===== src/rtl/trme_pkg.sv =====
// Shared types and constants of the register machine executor.
package trme_pkg;

    localparam int DATA_W      = 32;
    localparam int ACT_W       = 3;
    localparam int REG_IDX_W   = 10;
    localparam int VAR_IDX_W   = 3;
    localparam int QUEUE_DEPTH = 2;
    localparam int QPTR_W      = $clog2(QUEUE_DEPTH);
    localparam int QCNT_W      = $clog2(QUEUE_DEPTH + 1);

    typedef logic [ACT_W-1:0] act_t;

    localparam act_t ACT_LOAD  = 3'd0;
    localparam act_t ACT_LOADI = 3'd1;
    localparam act_t ACT_STORE = 3'd2;
    localparam act_t ACT_ADD   = 3'd3;
    localparam act_t ACT_SUB   = 3'd4;
    localparam act_t ACT_MUL   = 3'd5;
    localparam act_t ACT_READ  = 3'd6;
    localparam act_t ACT_WRITE = 3'd7;

    typedef struct packed {
        act_t                 action;
        logic                 wr_reg;
        logic                 a_ok;
        logic                 b_ok;
        logic                 var_ok;
        logic [REG_IDX_W-1:0] dest;
        logic [REG_IDX_W-1:0] src_a;
        logic [REG_IDX_W-1:0] src_b;
        logic [VAR_IDX_W-1:0] var_idx;
        logic [DATA_W-1:0]    data;
    } op_t;

endpackage


===== src/rtl/trme_queue.sv =====
// Short queue between the front end and the execution back end.
module trme_queue (
    input  logic            clk,
    input  logic            rst_n,
    input  logic            push_valid,
    output logic            push_ready,
    input  trme_pkg::op_t   push_op,
    output logic            pop_valid,
    input  logic            pop_ready,
    output trme_pkg::op_t   pop_op
);

    trme_pkg::op_t                  slot_reg [trme_pkg::QUEUE_DEPTH];
    logic [trme_pkg::QPTR_W-1:0]    wr_ptr_reg, wr_ptr_next;
    logic [trme_pkg::QPTR_W-1:0]    rd_ptr_reg, rd_ptr_next;
    logic [trme_pkg::QCNT_W-1:0]    cnt_reg, cnt_next;
    logic                           push, pop;

    assign push_ready = (cnt_reg != trme_pkg::QCNT_W'(trme_pkg::QUEUE_DEPTH));
    assign pop_valid  = (cnt_reg != '0);
    assign pop_op     = slot_reg[rd_ptr_reg];
    assign push       = push_valid && push_ready;
    assign pop        = pop_valid && pop_ready;

    always_comb
    begin
        wr_ptr_next = push ? trme_pkg::QPTR_W'(wr_ptr_reg + 1'b1) : wr_ptr_reg;
        rd_ptr_next = pop ? trme_pkg::QPTR_W'(rd_ptr_reg + 1'b1) : rd_ptr_reg;
        cnt_next    = cnt_reg;
        if (push && !pop)
        begin
            cnt_next = cnt_reg + 1'b1;
        end
        else if (pop && !push)
        begin
            cnt_next = cnt_reg - 1'b1;
        end
    end

    always_ff @(posedge clk or negedge rst_n)
    begin
        if (!rst_n)
        begin
            wr_ptr_reg <= '0;
            rd_ptr_reg <= '0;
            cnt_reg    <= '0;
        end
        else
        begin
            wr_ptr_reg <= wr_ptr_next;
            rd_ptr_reg <= rd_ptr_next;
            cnt_reg    <= cnt_next;
        end
    end

    always_ff @(posedge clk)
    begin
        if (push)
        begin
            slot_reg[wr_ptr_reg] <= push_op;
        end
    end

endmodule


===== config.mk =====
export PLATFORM = sky130hd
export DESIGN_NAME = trme_queue
export DESIGN_NICKNAME = d
export VERILOG_FILES = /design/src/rtl/trme_pkg.sv /design/src/rtl/trme_queue.sv
export SDC_FILE = /design/constraint.sdc
export NUM_CORES = 1
export LEC_CHECK = 0
export BUFFER_PORTS_ARGS = -buffer_cell sky130_fd_sc_hd__buf_2
export CAP_MARGIN = 20
export CORE_ASPECT_RATIO = 1.75
export CORE_MARGIN = 2
export CORE_UTILIZATION = 35
export CTS_BUF_LIST = sky130_fd_sc_hd__clkbuf_8
export DETAILED_ROUTE_END_ITERATION = 10
export PLACE_DENSITY = 0.58
export SLEW_MARGIN = 20
export SYNTH_ARGS = -nofsm -noshare
export SYNTH_HDL_FRONTEND = slang
export SYNTH_SLANG_ARGS = --single-unit
export TNS_END_PERCENT = 1

===== constraint.sdc =====
create_clock -name clk -period 4.95 [get_ports clk]
set_clock_uncertainty 0.15 [all_clocks]
set_input_delay 0.99 -clock clk [delete_from_list [all_inputs] [get_ports clk]]
set_output_delay 0.99 -clock clk [all_outputs]
set_load 0.05 [all_outputs]

# Yosys cells after proc, flatten, opt, wreduce, memory -nomap -nowiden
# Memory sizes are Yosys's and may differ from the RTL's.
# Index checks and enable logic that the tools add are counted.
[op_classes]
addsub = 4
n_eq_ne = 1
muxes = 4
reduce_logical = 8
[op_table]
columns = ["cell", "n"]
rows = [
  ["1-bit logical AND", 4],
  ["2-bit two-way mux", 2],
  ["2-bit nonzero test", 2],
  ["1-bit adder, second input constant", 2],
  ["2-bit by 1-bit adder with 2-bit output, second input constant", 1],
  ["1-bit logical NOT", 2],
  ["1-bit two-way mux", 2],
  ["2-bit inequality test, second input constant", 1],
  ["2-bit by 1-bit subtractor with 2-bit output, second input constant", 1],
]
[word_totals]
ff_bits = 4
ramBits = 144
inputBits = 76
out_inout_bits = 74
n_memories = 1
[memory_table]
columns = ["name", "words", "word_bits", "read_ports", "rd_clocked_by_memory_dff", "write_ports", "line_no", "rtl"]
rows = [
  ["slot_reg", 2, 72, 1, 0, 1, "trme_queue.sv:13", "trme_pkg::op_t slot_reg [trme_pkg::QUEUE_DEPTH];"],
]

# Longest topological paths before layout
[logic_depth]
ltp_word = 6
mapped_depth = 7

# Worst setup path after synthesis
# Ideal clock, no wire load.
[synth_path]
path_type = "input to register"
from = "input port push_valid"
to = "memory slot_reg[0][0] (netlist bit), enable pin"
setup_time_ns = 0.503
arrival_ns = 4.110
required_time_ns = 4.297
slack_ns = 0.187
stages = 2
path_cell_list = "nand2_1 -> nor2_1"
[synth_between]
elab_chain_len = 3
[synth_lines]
columns = ["item", "line_no", "rtl"]
rows = [
  ["from (decl)", "trme_queue.sv:5", "input logic push_valid,"],
  ["1-bit logical AND", "trme_queue.sv:22", "assign push = push_valid && push_ready;"],
  ["1-bit two-way mux", "trme_queue.sv:58", "if (push)"],
  ["1-bit two-way mux (implied by the code)", "trme_queue.sv:60", "slot_reg[wr_ptr_reg] <= push_op;"],
  ["to (decl)", "trme_queue.sv:13", ""],
]
# No other way between the ends.

==> run metrics <==
status=completed; P&R area growth vs syn=22.8%; crit path launch=rd_ptr_reg; most common cell after layout, fill and taps aside=buf_2; Final Power=4.96 mW; largest net degree at the start of global routing=73; initial core utilization=between 30 and 40%; syn_nets=319; number of synthesized flops with an enable pin=144; Seq cells post-synth=approximately 150; routability cong.=0.719; synth unique cells=15; WP buf/inv=2; Setup crit end kind=output port; postcts setup bufs=0; Worst R2R Path Depth=4; final setup fails=0; Clock H-tree levels=4; Clock Path Buffers=2; clock sinks=148; reg-to-reg critical path endpoint=slot_reg[0][71]; final hold vios=0; DRT Pass-1 Iters=4; CP delay by family, top=flip-flops; initial antenna violation count=2; r2r startpoint=cnt_reg[0]; CP max FO=42; total die area=17,500 um^2; NetSw=2.05 mW; # IOs=150; Clk network pwr share=19.4%; CTS tree=done; wire per inst=about 17 um; vias per cell=4.50; worst path arrival time=2.42 ns; share of cells above drive strength 1=about three fifths; pwr/cell area=704 nW/um^2; Reg clk slew, reported paths=0.08 ns; min Tclk post-route=3.56 ns; HPWL Detailed=a little under 7000 um; commonest non-fill, non-tap cells in the layout=buf_2 (149), edfxtp_1 (144), mux2_4 (69), clkbuf_8 (17), clkinv_4 (6); vias in the first global route=about 2,900; final wirelength=about 10,000 um; Worst-Margin Slew=just over 1 ns; Remaining Overflow, GRT=0; CP startpoint kind=flip-flop; Static Leak=2.83 nW; cts hold-fix bufs=0; cts bufs inserted=17; All-Layer GR Usage=12.5%; max-slew violation count=0; Max Clock Freq=approximately 0.28 GHz; Final ANT Viol Nets=0; RSZ-0062 raised after global routing=no; first-pass GRT wire length=15,900 um; die extent in y=between 150 and 200 um; worst vdd ir=~480 uV; worst-skew pair later-pin latency=0.43 ns; MaxCap Viol Count=0; Gate power share=42.6%; sequential power share=38.0%; Slew HR=31.5%; total core area=16,200 um^2; Switching Fraction=~41%; Largest register FFs=~140; Fin Setup TNS=0 ns; Critical Setup Path Class=reg2out; Post-Layout Cell Count=just over 600; Post-synth top flop=edfxtp_1; Total Nets Final=482; vias=2,750; Internal=roughly 2.9 mW; CP max stage cell=dfrtp_4; Rows=62; Hold Crit Class=in2async; drc violations=0; dpl cells=between 500 and 600; Netlist Area Pre-Place=5740 um^2; post-cts resize count=0; register area share after synthesis=approximately 77%; Die W=101 um; Ys Warns=0; Mean Syn Cell Area=23.7 um^2; crit share post-route=between 70% and 80%; R2R Setup Slk=around 2.7 ns; Root Buffer=clkbuf_8; CP required=3.81 ns; PortBufs=between 100 and 150; 1st-iter DRT viols=147; crit path cell chain=buf_4, mux2_2, buf_2; asr flop ratio synth=2.70%; cells after synthesis=242; largest stage delay on the critical path=0.95 ns
stage by stage:
stage | area, um^2 | setup WS [ns] | hold WS (ns) | util, %
2_1_floorplan | 5740 | 0.187 | 0.306 | -
3_3_place_gp | 6630 | 1.83 | 0.326 | 40.9
3_5_place_dp | 6630 | 1.82 | 0.328 | 40.9
4_1_cts | 7040 | 1.30 | 0.153 | 43.4
5_1_grt | 7050 | 1.22 | 0.158 | 43.5
6_report | 7050 | 1.39 | 0.194 | 43.5
final cells by class:
type | instances | area, um^2
Sequential cell | 148 | 4430
Clock buffer | 17 | 234
Timing Repair Buffer | 152 | 781
Fill cell | 1428 | 9170
Multi-Input combinational cell | 85 | 1170
Inverter | 1 | 3.75
Clock inverter | 15 | 184
Antenna cell | 1 | 2.50
Tap cell | 192 | 240
metal layers:
metal	vias to the layer above	global-route usage, %	wire (um)
met4	2	7.59	340
li1	1280	-	-
met2	80	22.4	5960
met1	1368	12.5	3600
met3	20	3.35	478
met5	-	0	13
worst max path at each step:
stage / to / cells past startpoint / slack [ns]
5_1_grt: pop_op[56] / 3 / 1.22
6_report: pop_op[56] / 3 / 1.39
4_1_cts: pop_op[56] / 3 / 1.30
3_5_place_dp: pop_op[56] / 3 / 1.82
2_1_floorplan: slot_reg[0][0] / 2 / 0.19
3_3_place_gp: pop_op[52] / 3 / 1.83
cell families after synthesis:
family,share of synthesized area [%]
AND/OR/NAND/NOR,0.589
flip-flops,77.1
multiplexers,18.6
buffers and inverters,2.70
XOR/XNOR,0.763
adder cells (fa/ha/maj),0.218
synthesized netlist by cell type (2+ instances only):
library cell	number	area [um^2]
mux2_4	69	1040
dfrtp_1	4	100
nand2_1	2	7.51
edfxtp_1	144	4320
buf_12	7	140
xor2_1	2	17.5
mux2_2	3	33.8
xnor2_1	3	26.3
nor2_1	2	7.51
worst register-to-register path, delay by kind of cell (launching register included):
family / cells / cell delay, ns
DFF: 1 / 0.41
buffers and inverters: 1 / 0.37
and+or+nand+nor: 3 / 0.98
power groups by stage:
stage / Combinational (mW) / Clock, mW / Sequential (mW)
floorplan: 1.93 / 0 / 1.82
global placement: 2.14 / 0 / 1.90
detailed placement: 2.14 / 0 / 1.92
CTS: 2.15 / 0.998 / 1.89
global route: 2.21 / 1.05 / 1.92
finish: 2.11 / 0.961 / 1.88
Power figures use the tool's default switching activity.
