**src/rtl/trme_pkg.sv**
```systemverilog
// Shared types and constants of the register machine executor.
package trme_pkg;

    localparam int DATA_W      = 32;
    localparam int ACT_W       = 3;
    localparam int REG_IDX_W   = 10;
    localparam int VAR_IDX_W   = 3;
    localparam int QUEUE_DEPTH = 2;
    localparam int QPTR_W      = $clog2(QUEUE_DEPTH);
    localparam int QCNT_W      = $clog2(QUEUE_DEPTH + 1);

    typedef logic [ACT_W-1:0] act_t;

    localparam act_t ACT_LOAD  = 3'd0;
    localparam act_t ACT_LOADI = 3'd1;
    localparam act_t ACT_STORE = 3'd2;
    localparam act_t ACT_ADD   = 3'd3;
    localparam act_t ACT_SUB   = 3'd4;
    localparam act_t ACT_MUL   = 3'd5;
    localparam act_t ACT_READ  = 3'd6;
    localparam act_t ACT_WRITE = 3'd7;

    typedef struct packed {
        act_t                 action;
        logic                 wr_reg;
        logic                 a_ok;
        logic                 b_ok;
        logic                 var_ok;
        logic [REG_IDX_W-1:0] dest;
        logic [REG_IDX_W-1:0] src_a;
        logic [REG_IDX_W-1:0] src_b;
        logic [VAR_IDX_W-1:0] var_idx;
        logic [DATA_W-1:0]    data;
    } op_t;

endpackage

```
**src/rtl/trme_if.sv**
```systemverilog
// Command and response channel interfaces of the register machine executor.
interface trme_cmd_if;
    logic                                 valid;
    logic                                 ready;
    logic [trme_pkg::ACT_W-1:0]           action;
    logic [trme_pkg::REG_IDX_W-1:0]       dest_reg;
    logic [trme_pkg::REG_IDX_W-1:0]       src_reg_a;
    logic [trme_pkg::REG_IDX_W-1:0]       src_reg_b;
    logic [trme_pkg::VAR_IDX_W-1:0]       var_index;
    logic signed [trme_pkg::DATA_W-1:0]   immediate;
    logic signed [trme_pkg::DATA_W-1:0]   read_value;

    modport source (
        output valid, action, dest_reg, src_reg_a, src_reg_b, var_index, immediate, read_value,
        input  ready
    );
    modport sink (
        input  valid, action, dest_reg, src_reg_a, src_reg_b, var_index, immediate, read_value,
        output ready
    );
endinterface


```
**src/rtl/trme_front.sv**
```systemverilog
// Front end: accept commands and classify them into queue entries.
module trme_front #(
    parameter int REGISTER_COUNT = 1024,
    parameter int VARIABLE_COUNT = 5
) (
    trme_cmd_if.sink        cmd,
    output logic            push_valid,
    input  logic            push_ready,
    output trme_pkg::op_t   push_op
);

    assign push_valid = cmd.valid;
    assign cmd.ready  = push_ready;

    always_comb
    begin
        push_op.action  = cmd.action;
        push_op.dest    = cmd.dest_reg;
        push_op.src_a   = cmd.src_reg_a;
        push_op.src_b   = cmd.src_reg_b;
        push_op.var_idx = cmd.var_index;
        push_op.wr_reg  = (cmd.action inside {trme_pkg::ACT_LOAD, trme_pkg::ACT_LOADI,
                                              trme_pkg::ACT_ADD, trme_pkg::ACT_SUB,
                                              trme_pkg::ACT_MUL})
                          && (32'(cmd.dest_reg) < 32'(REGISTER_COUNT));
        push_op.a_ok    = 32'(cmd.src_reg_a) < 32'(REGISTER_COUNT);
        push_op.b_ok    = 32'(cmd.src_reg_b) < 32'(REGISTER_COUNT);
        push_op.var_ok  = 32'(cmd.var_index) < 32'(VARIABLE_COUNT);
        push_op.data    = (cmd.action == trme_pkg::ACT_READ) ? cmd.read_value : cmd.immediate;
    end

endmodule

```
**src/flat_wrapper.sv**
```systemverilog
// flat-port wrapper written by rule: the top's interface ports become plain ports
module trme_front_flat 
#(
    parameter int REGISTER_COUNT = 1024,
    parameter int VARIABLE_COUNT = 5
)
  (push_valid, push_ready, push_op, cmd_valid, cmd_action, cmd_dest_reg, cmd_src_reg_a, cmd_src_reg_b, cmd_var_index, cmd_immediate, cmd_read_value, cmd_ready);
  trme_cmd_if cmd_i ();
  output logic push_valid;
  input  logic push_ready;
  output trme_pkg::op_t push_op;
  input wire logic [$bits(cmd_i.valid)-1:0] cmd_valid;
  input wire logic [$bits(cmd_i.action)-1:0] cmd_action;
  input wire logic [$bits(cmd_i.dest_reg)-1:0] cmd_dest_reg;
  input wire logic [$bits(cmd_i.src_reg_a)-1:0] cmd_src_reg_a;
  input wire logic [$bits(cmd_i.src_reg_b)-1:0] cmd_src_reg_b;
  input wire logic [$bits(cmd_i.var_index)-1:0] cmd_var_index;
  input wire logic [$bits(cmd_i.immediate)-1:0] cmd_immediate;
  input wire logic [$bits(cmd_i.read_value)-1:0] cmd_read_value;
  output wire logic [$bits(cmd_i.ready)-1:0] cmd_ready;
  assign cmd_i.valid = cmd_valid;
  assign cmd_i.action = cmd_action;
  assign cmd_i.dest_reg = cmd_dest_reg;
  assign cmd_i.src_reg_a = cmd_src_reg_a;
  assign cmd_i.src_reg_b = cmd_src_reg_b;
  assign cmd_i.var_index = cmd_var_index;
  assign cmd_i.immediate = cmd_immediate;
  assign cmd_i.read_value = cmd_read_value;
  assign cmd_ready = cmd_i.ready;
  trme_front #(.REGISTER_COUNT(REGISTER_COUNT), .VARIABLE_COUNT(VARIABLE_COUNT)) u_core (.cmd(cmd_i), .push_valid(push_valid), .push_ready(push_ready), .push_op(push_op));
endmodule
```
**config.mk**
```make
export PLATFORM = sky130hd
export DESIGN_NAME = trme_front_flat
export DESIGN_NICKNAME = d
export VERILOG_FILES = /design/src/rtl/trme_pkg.sv /design/src/rtl/trme_if.sv /design/src/rtl/trme_front.sv /design/src/flat_wrapper.sv
export SDC_FILE = /design/constraint.sdc
export NUM_CORES = 1
export LEC_CHECK = 0
export ABC_AREA = 1
export BUFFER_PORTS_ARGS = -buffer_cell sky130_fd_sc_hd__buf_2
export CORE_ASPECT_RATIO = 0.6
export CORE_MARGIN = 10
export CORE_UTILIZATION = 26
export DETAILED_ROUTE_END_ITERATION = 10
export PLACE_DENSITY = 0.84
export SYNTH_ARGS = -nofsm -noshare
export SYNTH_HDL_FRONTEND = slang
export SYNTH_SLANG_ARGS = --single-unit
```
**constraint.sdc**
```tcl
create_clock -name vclk -period 0.8
set_input_delay 0 -clock vclk [all_inputs]
set_output_delay 0 -clock vclk [all_outputs]
set_load 0.02 [all_outputs]
```
# --- Yosys cells after proc, flatten, opt, wreduce, memory -nomap -nowiden ---
# Index checks and enable logic that the tools add are counted.
totals:
  regBits: 0
classes:
  order_cmp: 1
  n_eq_ne: 5
  muxes: 1
  n_reduce_logical: 2
op_table:
  columns: ["operator", "n"]
  rows:
  - ["2-to-1 mux 32 bit", 1]
  - ["== test 3 bit (second input constant)", 3]
  - ["nonzero test 5 bit", 1]
  - ["== test 3 x 1 -> 1 bit (second input constant)", 1]
  - ["== test 3 x 2 -> 1 bit (second input constant)", 1]
  - ["zero test 3 bit", 1]
  - ["< comparator 3 bit (second input constant)", 1]

# --- Longest topological paths before layout ---
# Gate-level depths: netlist (run 1).
logic_depth:
  depth_word: 2
  depth_mapped: 5
  mapped_depth_nobuf: 4

# --- Worst setup path after synthesis (run 1) ---
# Ideal clock, no wire load.
synth_path:
  kind: "input-to-output"
  startpoint: "input cmd_action[2]"
  endpoint: "output push_op[68] in the netlist's numbering"
  t_arrival_ns: 0.768
  slack_ns: 0.032
  path_stages: 3
  cell_sequence: "buf_4 > buf_6 > o21ai_0"
synth_lines:
  columns: ["element", "line", "source"]
  rows:
  - ["start: declaration", "flat_wrapper.sv:13", "input wire logic [$bits(cmd_i.action)-1:0] cmd_action;"]
  - ["end: declaration", "flat_wrapper.sv:11", "output trme_pkg::op_t push_op;"]

==> results of run 1 <==
kinds of logic after synthesis:
kind of cell,count (synthesis)
and+or+nand+nor,97
buffers and inverters,55
other,1
AOI/OAI and AO/OA,2
layout make-up:
type                       instances  area (sq um)  area share
inverter                           1          8.76     0.00704
multi-input combinational        101           475       0.382
tap                               45          56.3      0.0452
timing repair buffer             118           704       0.566
cell usage in the layout, fill, tap and decap left out:
cell / instances
clkinv_4: 1
conb_1: 2
clkbuf_4: 1
nand3_4: 1
buf_12: 6
buf_6: 1
buf_2: 104
buf_4: 6
nand4_1: 32
o21ai_0: 2
nand2_1: 64
stage by stage:
step,std cells,setup TNS (ns),util
2_1_floorplan,156,0,-
3_3_place_gp,265,0,0.374
3_5_place_dp,265,-0.105,0.374
4_1_cts,265,0,0.376
5_1_grt,265,-0.00875,0.382
6_report,265,0,0.382
worst paths after layout:
check | startpoint | endpoint | slack [ns] | cells past startpoint
max | cmd_action[0] | push_op[8] | 0.05 | 7
min | cmd_dest_reg[3] | push_op[58] | 0.000008 | 0
worst max-delay path, cell delays in order:
cell,delay (ns)
buf_2,0.12
clkinv_4,0.08
nand3_4,0.09
buf_12,0.16
nand2_1,0.07
nand2_1,0.06
buf_4,0.15
layer usage:
layer / share of wire / vias to the layer above / wire length [um] / global-route usage
met3: 0.17 / 8 / 630 / 0.0601
li1: - / 606 / - / -
met5: 0 / - / 0 / 0
met4: 0.012 / 0 / 46 / 0.0186
met1: 0.36 / 497 / 1370 / 0.122
met2: 0.46 / 83 / 1720 / 0.182
where the power goes:
| group | switching [mW] | leakage (nW) | internal [mW] |
|---|---|---|---|
| Combinational | 0.471 | 0.794 | 0.351 |
| Clock | 0 | 0 | 0 |
| Sequential | 0 | 0 | 0 |
| Total | 0.471 | 0.794 | 0.351 |
==> tab_implementation.tex, run 1 <==
\begin{tabular}{lr}
\hline
Metric & Value \\
\hline
\multicolumn{2}{l}{\textbf{Layout}} \\
\quad Clock buffer instance count of the final layout & 0 \\
\quad Number of inserted filler cells in the final layout & 355 \\
\quad Sequential cell area in the final layout & 0 sq um \\
\quad Layout cell share with drive strength beyond 1 & 0.545 \\
\quad Count of nets after finishing & 324 \\
\quad Antenna Diode Count & 0 \\
\quad Area growth syn-to-layout & 40.5\% \\
\quad Number of sequential cells in the layout & 0 \\
\quad Final instance area & 1240 sq um \\
\multicolumn{2}{l}{\textbf{Placement}} \\
\quad Post-place instance area & 1220 sq um \\
\quad Port-buffer cells & 110 \\
\quad DPL Wire Length & 3240 um \\
\quad Gpl congestion & 0.766 \\
\quad Worst slack at placement & -0.0227 ns \\
\multicolumn{2}{l}{\textbf{Timing}} \\
\quad Fin worst setup slack & 0.0533 ns \\
\quad Worst Hold Slack & 0.00000760 ns \\
\quad FMAX & 1340 MHz \\
\quad Count of endpoints failing hold in the final timing report & 0 \\
\quad Share of the clock period used by the worst path & 0.933 \\
\quad Final count of negative-setup-slack endpoints & 0 \\
\quad Final critical-path required period & 0.747 ns \\
\quad Max-slew violation total from the final report & 0 \\
\multicolumn{2}{l}{\textbf{Clock tree}} \\
\quad Post-CTS Setup Bufs & 0 \\
\quad Number of gates given a new drive strength after cts & 2 \\
\quad Number of hold buffers added after CTS & 0 \\
\multicolumn{2}{l}{\textbf{Global route}} \\
\quad Initial antenna violation count & 0 \\
\quad Vias in the first global route & 1,217 \\
\quad Global router's overall resource usage & 0.109 \\
\quad Wire length of the first global-routing pass & 5890 um \\
\quad Total congestion overflow & 0 \\
\quad Largest net degree at the start of global routing & 22 \\
\multicolumn{2}{l}{\textbf{Pwr}} \\
\quad Power density over the cells & 660 nW/um\^{}2 \\
\quad Static leakage & 0.794 nW \\
\quad Post-layout power & 0.822 mW \\
\quad Worst vdd rail ir drop & 287 uV \\
\multicolumn{2}{l}{\textbf{Yosys}} \\
\quad Synth top area cells & buf\_4 (39\%), nand2\_1 (27\%), nand4\_1 (23\%) \\
\quad Netlist area before placement & 886 sq um \\
\quad Top-count cell post-synth & nand2\_1 \\
\quad Compound-cell area share of the yosys netlist & 0.0113 \\
\quad Mean Syn Cell Area & 5.72 sq um \\
\quad Share of synthesized area occupied by flip-flops and latches & 0 \\
\quad Synthesized instance count & 155 \\
\quad Xor/xnor cell area share of the yosys netlist & 0 \\
\quad Post-synthesis share of cell area spent on full adders, half adders and majority gates & 0 \\
\quad Main combinational cell family by area after synthesis & simple AND/OR/NAND/NOR gates \\
\quad Leading post-synthesis cells by instance count & nand2\_1 (64), buf\_4 (46), nand4\_1 (32) \\
\quad Mux share of post-synthesis cell area & 0 \\
\quad Library cells used by synthesis & 9 \\
\quad Fraction of the mapped netlist area in simple logic gates & 0.517 \\
\quad Area leader, netlist & buf\_4 \\
\quad Count of yosys warnings during synthesis & 0 \\
\quad Portion of synthesized cell area occupied by the leading cell type & 0.390 \\
\multicolumn{2}{l}{\textbf{Floorplan}} \\
\quad Count of boundary I/O pins & 176 \\
\quad Starting density of the core & 0.271 \\
\quad Total die area & 6220 sq um \\
\quad DIE WIDTH & 95.4 um \\
\quad Row Count & 16 \\
\quad Core Footprint & 3260 sq um \\
\quad Die H & 65.2 um \\
\multicolumn{2}{l}{\textbf{Worst setup path}} \\
\quad Category of the critical setup timing path & input pin to output pin \\
\quad Data required time at the worst endpoint & 0.80 ns \\
\quad Worst Path Max Fanout & 17 \\
\quad Arrival time of the worst setup path & 0.75 ns \\
\quad CP Capture Type & output pin \\
\quad Kind of start point of the critical path & input pin \\
\multicolumn{2}{l}{\textbf{Drt}} \\
\quad Vias per inst & 4.51 \\
\quad Count of unresolved DRC violations after routing & 0 \\
\quad Number of nets still failing antenna checks after routing & 0 \\
\quad Detailed-route wire length & 3770 um \\
\quad 1st-iter DRT viols & 23 \\
\quad Detailed-route via count & 1,194 \\
\quad Post-DR wirelength/cell & 14.2 um \\
\quad Detailed Routing Iterations Pass 1 & 6 \\
\multicolumn{2}{l}{\textbf{Job}} \\
\quad Max-cap violations & 0 \\
\multicolumn{2}{l}{\textbf{Hold path}} \\
\quad Worst min-delay path class & input pin to output pin \\
\multicolumn{2}{l}{\textbf{Run status}} \\
\quad Outcome & completed \\
\hline
\end{tabular}
Power figures use the tool's default switching activity.
==> inputs of run 2 (changes only) <==
--- a/config.mk
+++ b/config.mk
@@ -12,4 +12,5 @@
 export CORE_UTILIZATION = 26
 export DETAILED_ROUTE_END_ITERATION = 10
+export GPL_TIMING_DRIVEN = 0
 export PLACE_DENSITY = 0.84
 export SYNTH_ARGS = -nofsm -noshare
==> constraint.sdc (replaced) <==
create_clock -name vclk -period 0.8
set_input_delay 0.16 -clock vclk [all_inputs]
set_output_delay 0.16 -clock vclk [all_outputs]
set_load 0.02 [all_outputs]
==> run 2 against run 1 <==
Net effect:
- the flow now finishes with violations (setup timing)
- die area did not move
- hold slack improved by 0.54 ns
- via count rose by 31%
- critical path type unchanged
- highest routed layer unchanged
==> tab_implementation.tex, run 2 (same netlist as run 1, synthesis figures left out) <==
\begin{tabular}{lr}
\hline
Metric & Value \\
\hline
\multicolumn{2}{l}{\textbf{Floorplan}} \\
\quad Total die area & 6220 sq um \\
\quad Die H & 65.2 um \\
\quad Count of boundary I/O pins & 176 \\
\quad DIE WIDTH & 95.4 um \\
\quad Core Footprint & 3260 sq um \\
\quad Row Count & 16 \\
\quad Starting density of the core & 0.271 \\
\multicolumn{2}{l}{\textbf{Layout}} \\
\quad Antenna Diode Count & 0 \\
\quad Commonest non-fill, non-tap cell in the layout & buf\_2 \\
\quad Most frequent cells in the layout & buf\_2 (121), buf\_4 (51), nand4\_1 (32), nand2\_4 (29), buf\_6 (21) \\
\quad Number of inserted filler cells in the final layout & 295 \\
\quad Layout cell share with drive strength beyond 1 & 0.832 \\
\quad Number of sequential cells in the layout & 0 \\
\quad Area growth syn-to-layout & 147\% \\
\quad Sequential cell area in the final layout & 0 sq um \\
\quad Count of nets after finishing & 407 \\
\quad Clock buffer instance count of the final layout & 0 \\
\quad Final instance area & 2190 sq um \\
\multicolumn{2}{l}{\textbf{Pwr}} \\
\quad Static leakage & 1.25 nW \\
\quad Worst vdd rail ir drop & 387 uV \\
\quad Power density over the cells & 673 nW/um\^{}2 \\
\multicolumn{2}{l}{\textbf{Worst setup path}} \\
\quad CP Capture Type & output pin \\
\quad Category of the critical setup timing path & input pin to output pin \\
\quad Kind of start point of the critical path & input pin \\
\quad Worst Path Max Fanout & 10 \\
\quad Arrival time of the worst setup path & 0.94 ns \\
\quad Data required time at the worst endpoint & 0.64 ns \\
\multicolumn{2}{l}{\textbf{Timing}} \\
\quad Setup repair after global routing missed its margin & true \\
\quad Max-slew violation total from the final report & 0 \\
\quad Fin worst setup slack & -0.300 ns \\
\quad Final critical-path required period & 1.10 ns \\
\quad Share of the clock period used by the worst path & 1.38 \\
\quad Count of endpoints failing hold in the final timing report & 0 \\
\quad Final count of negative-setup-slack endpoints & 33 \\
\quad FMAX & 909 MHz \\
\multicolumn{2}{l}{\textbf{Placement}} \\
\quad Post-place instance area & 1950 sq um \\
\quad Worst slack at placement & -0.413 ns \\
\quad Port-buffer cells & 140 \\
\quad DPL Wire Length & 4790 um \\
\quad Gpl congestion & 0.834 \\
\multicolumn{2}{l}{\textbf{Global route}} \\
\quad Total congestion overflow & 0 \\
\quad Wire length of the first global-routing pass & 8090 um \\
\quad Largest net degree at the start of global routing & 11 \\
\quad Initial antenna violation count & 0 \\
\quad Vias in the first global route & 1,697 \\
\quad Global router's overall resource usage & 0.154 \\
\multicolumn{2}{l}{\textbf{Run status}} \\
\quad Violations in the final reports & setup timing \\
\quad Outcome & finished with violations \\
\multicolumn{2}{l}{\textbf{Drt}} \\
\quad Met2 wire length & 3000 um \\
\quad Wl on met1 & 1890 um \\
\quad 1st-iter DRT viols & 26 \\
\quad Detailed-route wire length & 5580 um \\
\quad Detailed Routing Iterations Pass 1 & 4 \\
\quad Count of unresolved DRC violations after routing & 0 \\
\quad Vias per inst & 4.50 \\
\quad Post-DR wirelength/cell & 16.0 um \\
\quad Uppermost routed layer & met4 \\
\quad Number of nets still failing antenna checks after routing & 0 \\
\quad Met3 wire length & 668 um \\
\quad Detailed-route via count & 1,566 \\
\multicolumn{2}{l}{\textbf{Hold path}} \\
\quad Worst min-delay path class & input pin to output pin \\
\multicolumn{2}{l}{\textbf{Job}} \\
\quad Max-cap violations & 0 \\
\multicolumn{2}{l}{\textbf{Clock tree}} \\
\quad Number of hold buffers added after CTS & 0 \\
\hline
\end{tabular}
==> run 2: cell type report <==
type                       instances  area [sq um]  share of cell area
inverter                           1          11.3             0.00514
buffer                            54           463               0.211
timing repair buffer             147           915               0.418
tap                               45          56.3              0.0257
multi-input combinational        101           744               0.340
==> run 2: layer usage <==
layer,up-vias,GRT usage
met3,2,0.0408
met1,713,0.165
li1,775,-
met5,-,0
met4,0,0.00929
met2,76,0.305
==> run 2: worst max-delay path, cell delays in order <==
cell and delay (ns):
buf_8 0.11, inv_8 0.06, nand3_4 0.13, buf_6 0.19, nand2_1 0.08, nand2_2 0.05
buf_2 0.15
==> run 2: final timing paths <==
| kind | start | to | cells after the start |
|---|---|---|---|
| min | cmd_dest_reg[2] | push_op[57] | 2 |
| max | cmd_action[0] | push_op[16] | 7 |
==> run 2: what timing repair did <==
action | 4_1_cts | 5_1_grt
cloned | 1 | 1
pin swaps | 4 | 7
gates resized for setup | 40 | 5
endpoints found under the setup margin | 33 | 33
buffers inserted | 4 | 1
==> run 2: metrics by stage <==
step	util	setup TNS [ns]	hold slack, ns	total power, mW	cells
5_1_grt	0.671	-10.05	0.545	1.57	348
3_5_place_dp	0.597	-10.62	0.542	1.32	341
4_1_cts	0.655	-8.70	0.542	1.46	346
2_1_floorplan	-	-1.47	0.424	0.859	156
6_report	0.671	-8.53	0.540	1.47	348
3_3_place_gp	0.597	-10.43	0.542	1.30	341
==> run 2: where the power goes <==
group | internal (mW) | switching, mW | total (mW)
sequential | 0 | 0 | 0
clock | 0 | 0 | 0
combinational | 0.710 | 0.763 | 1.47
total | 0.710 | 0.763 | 1.47
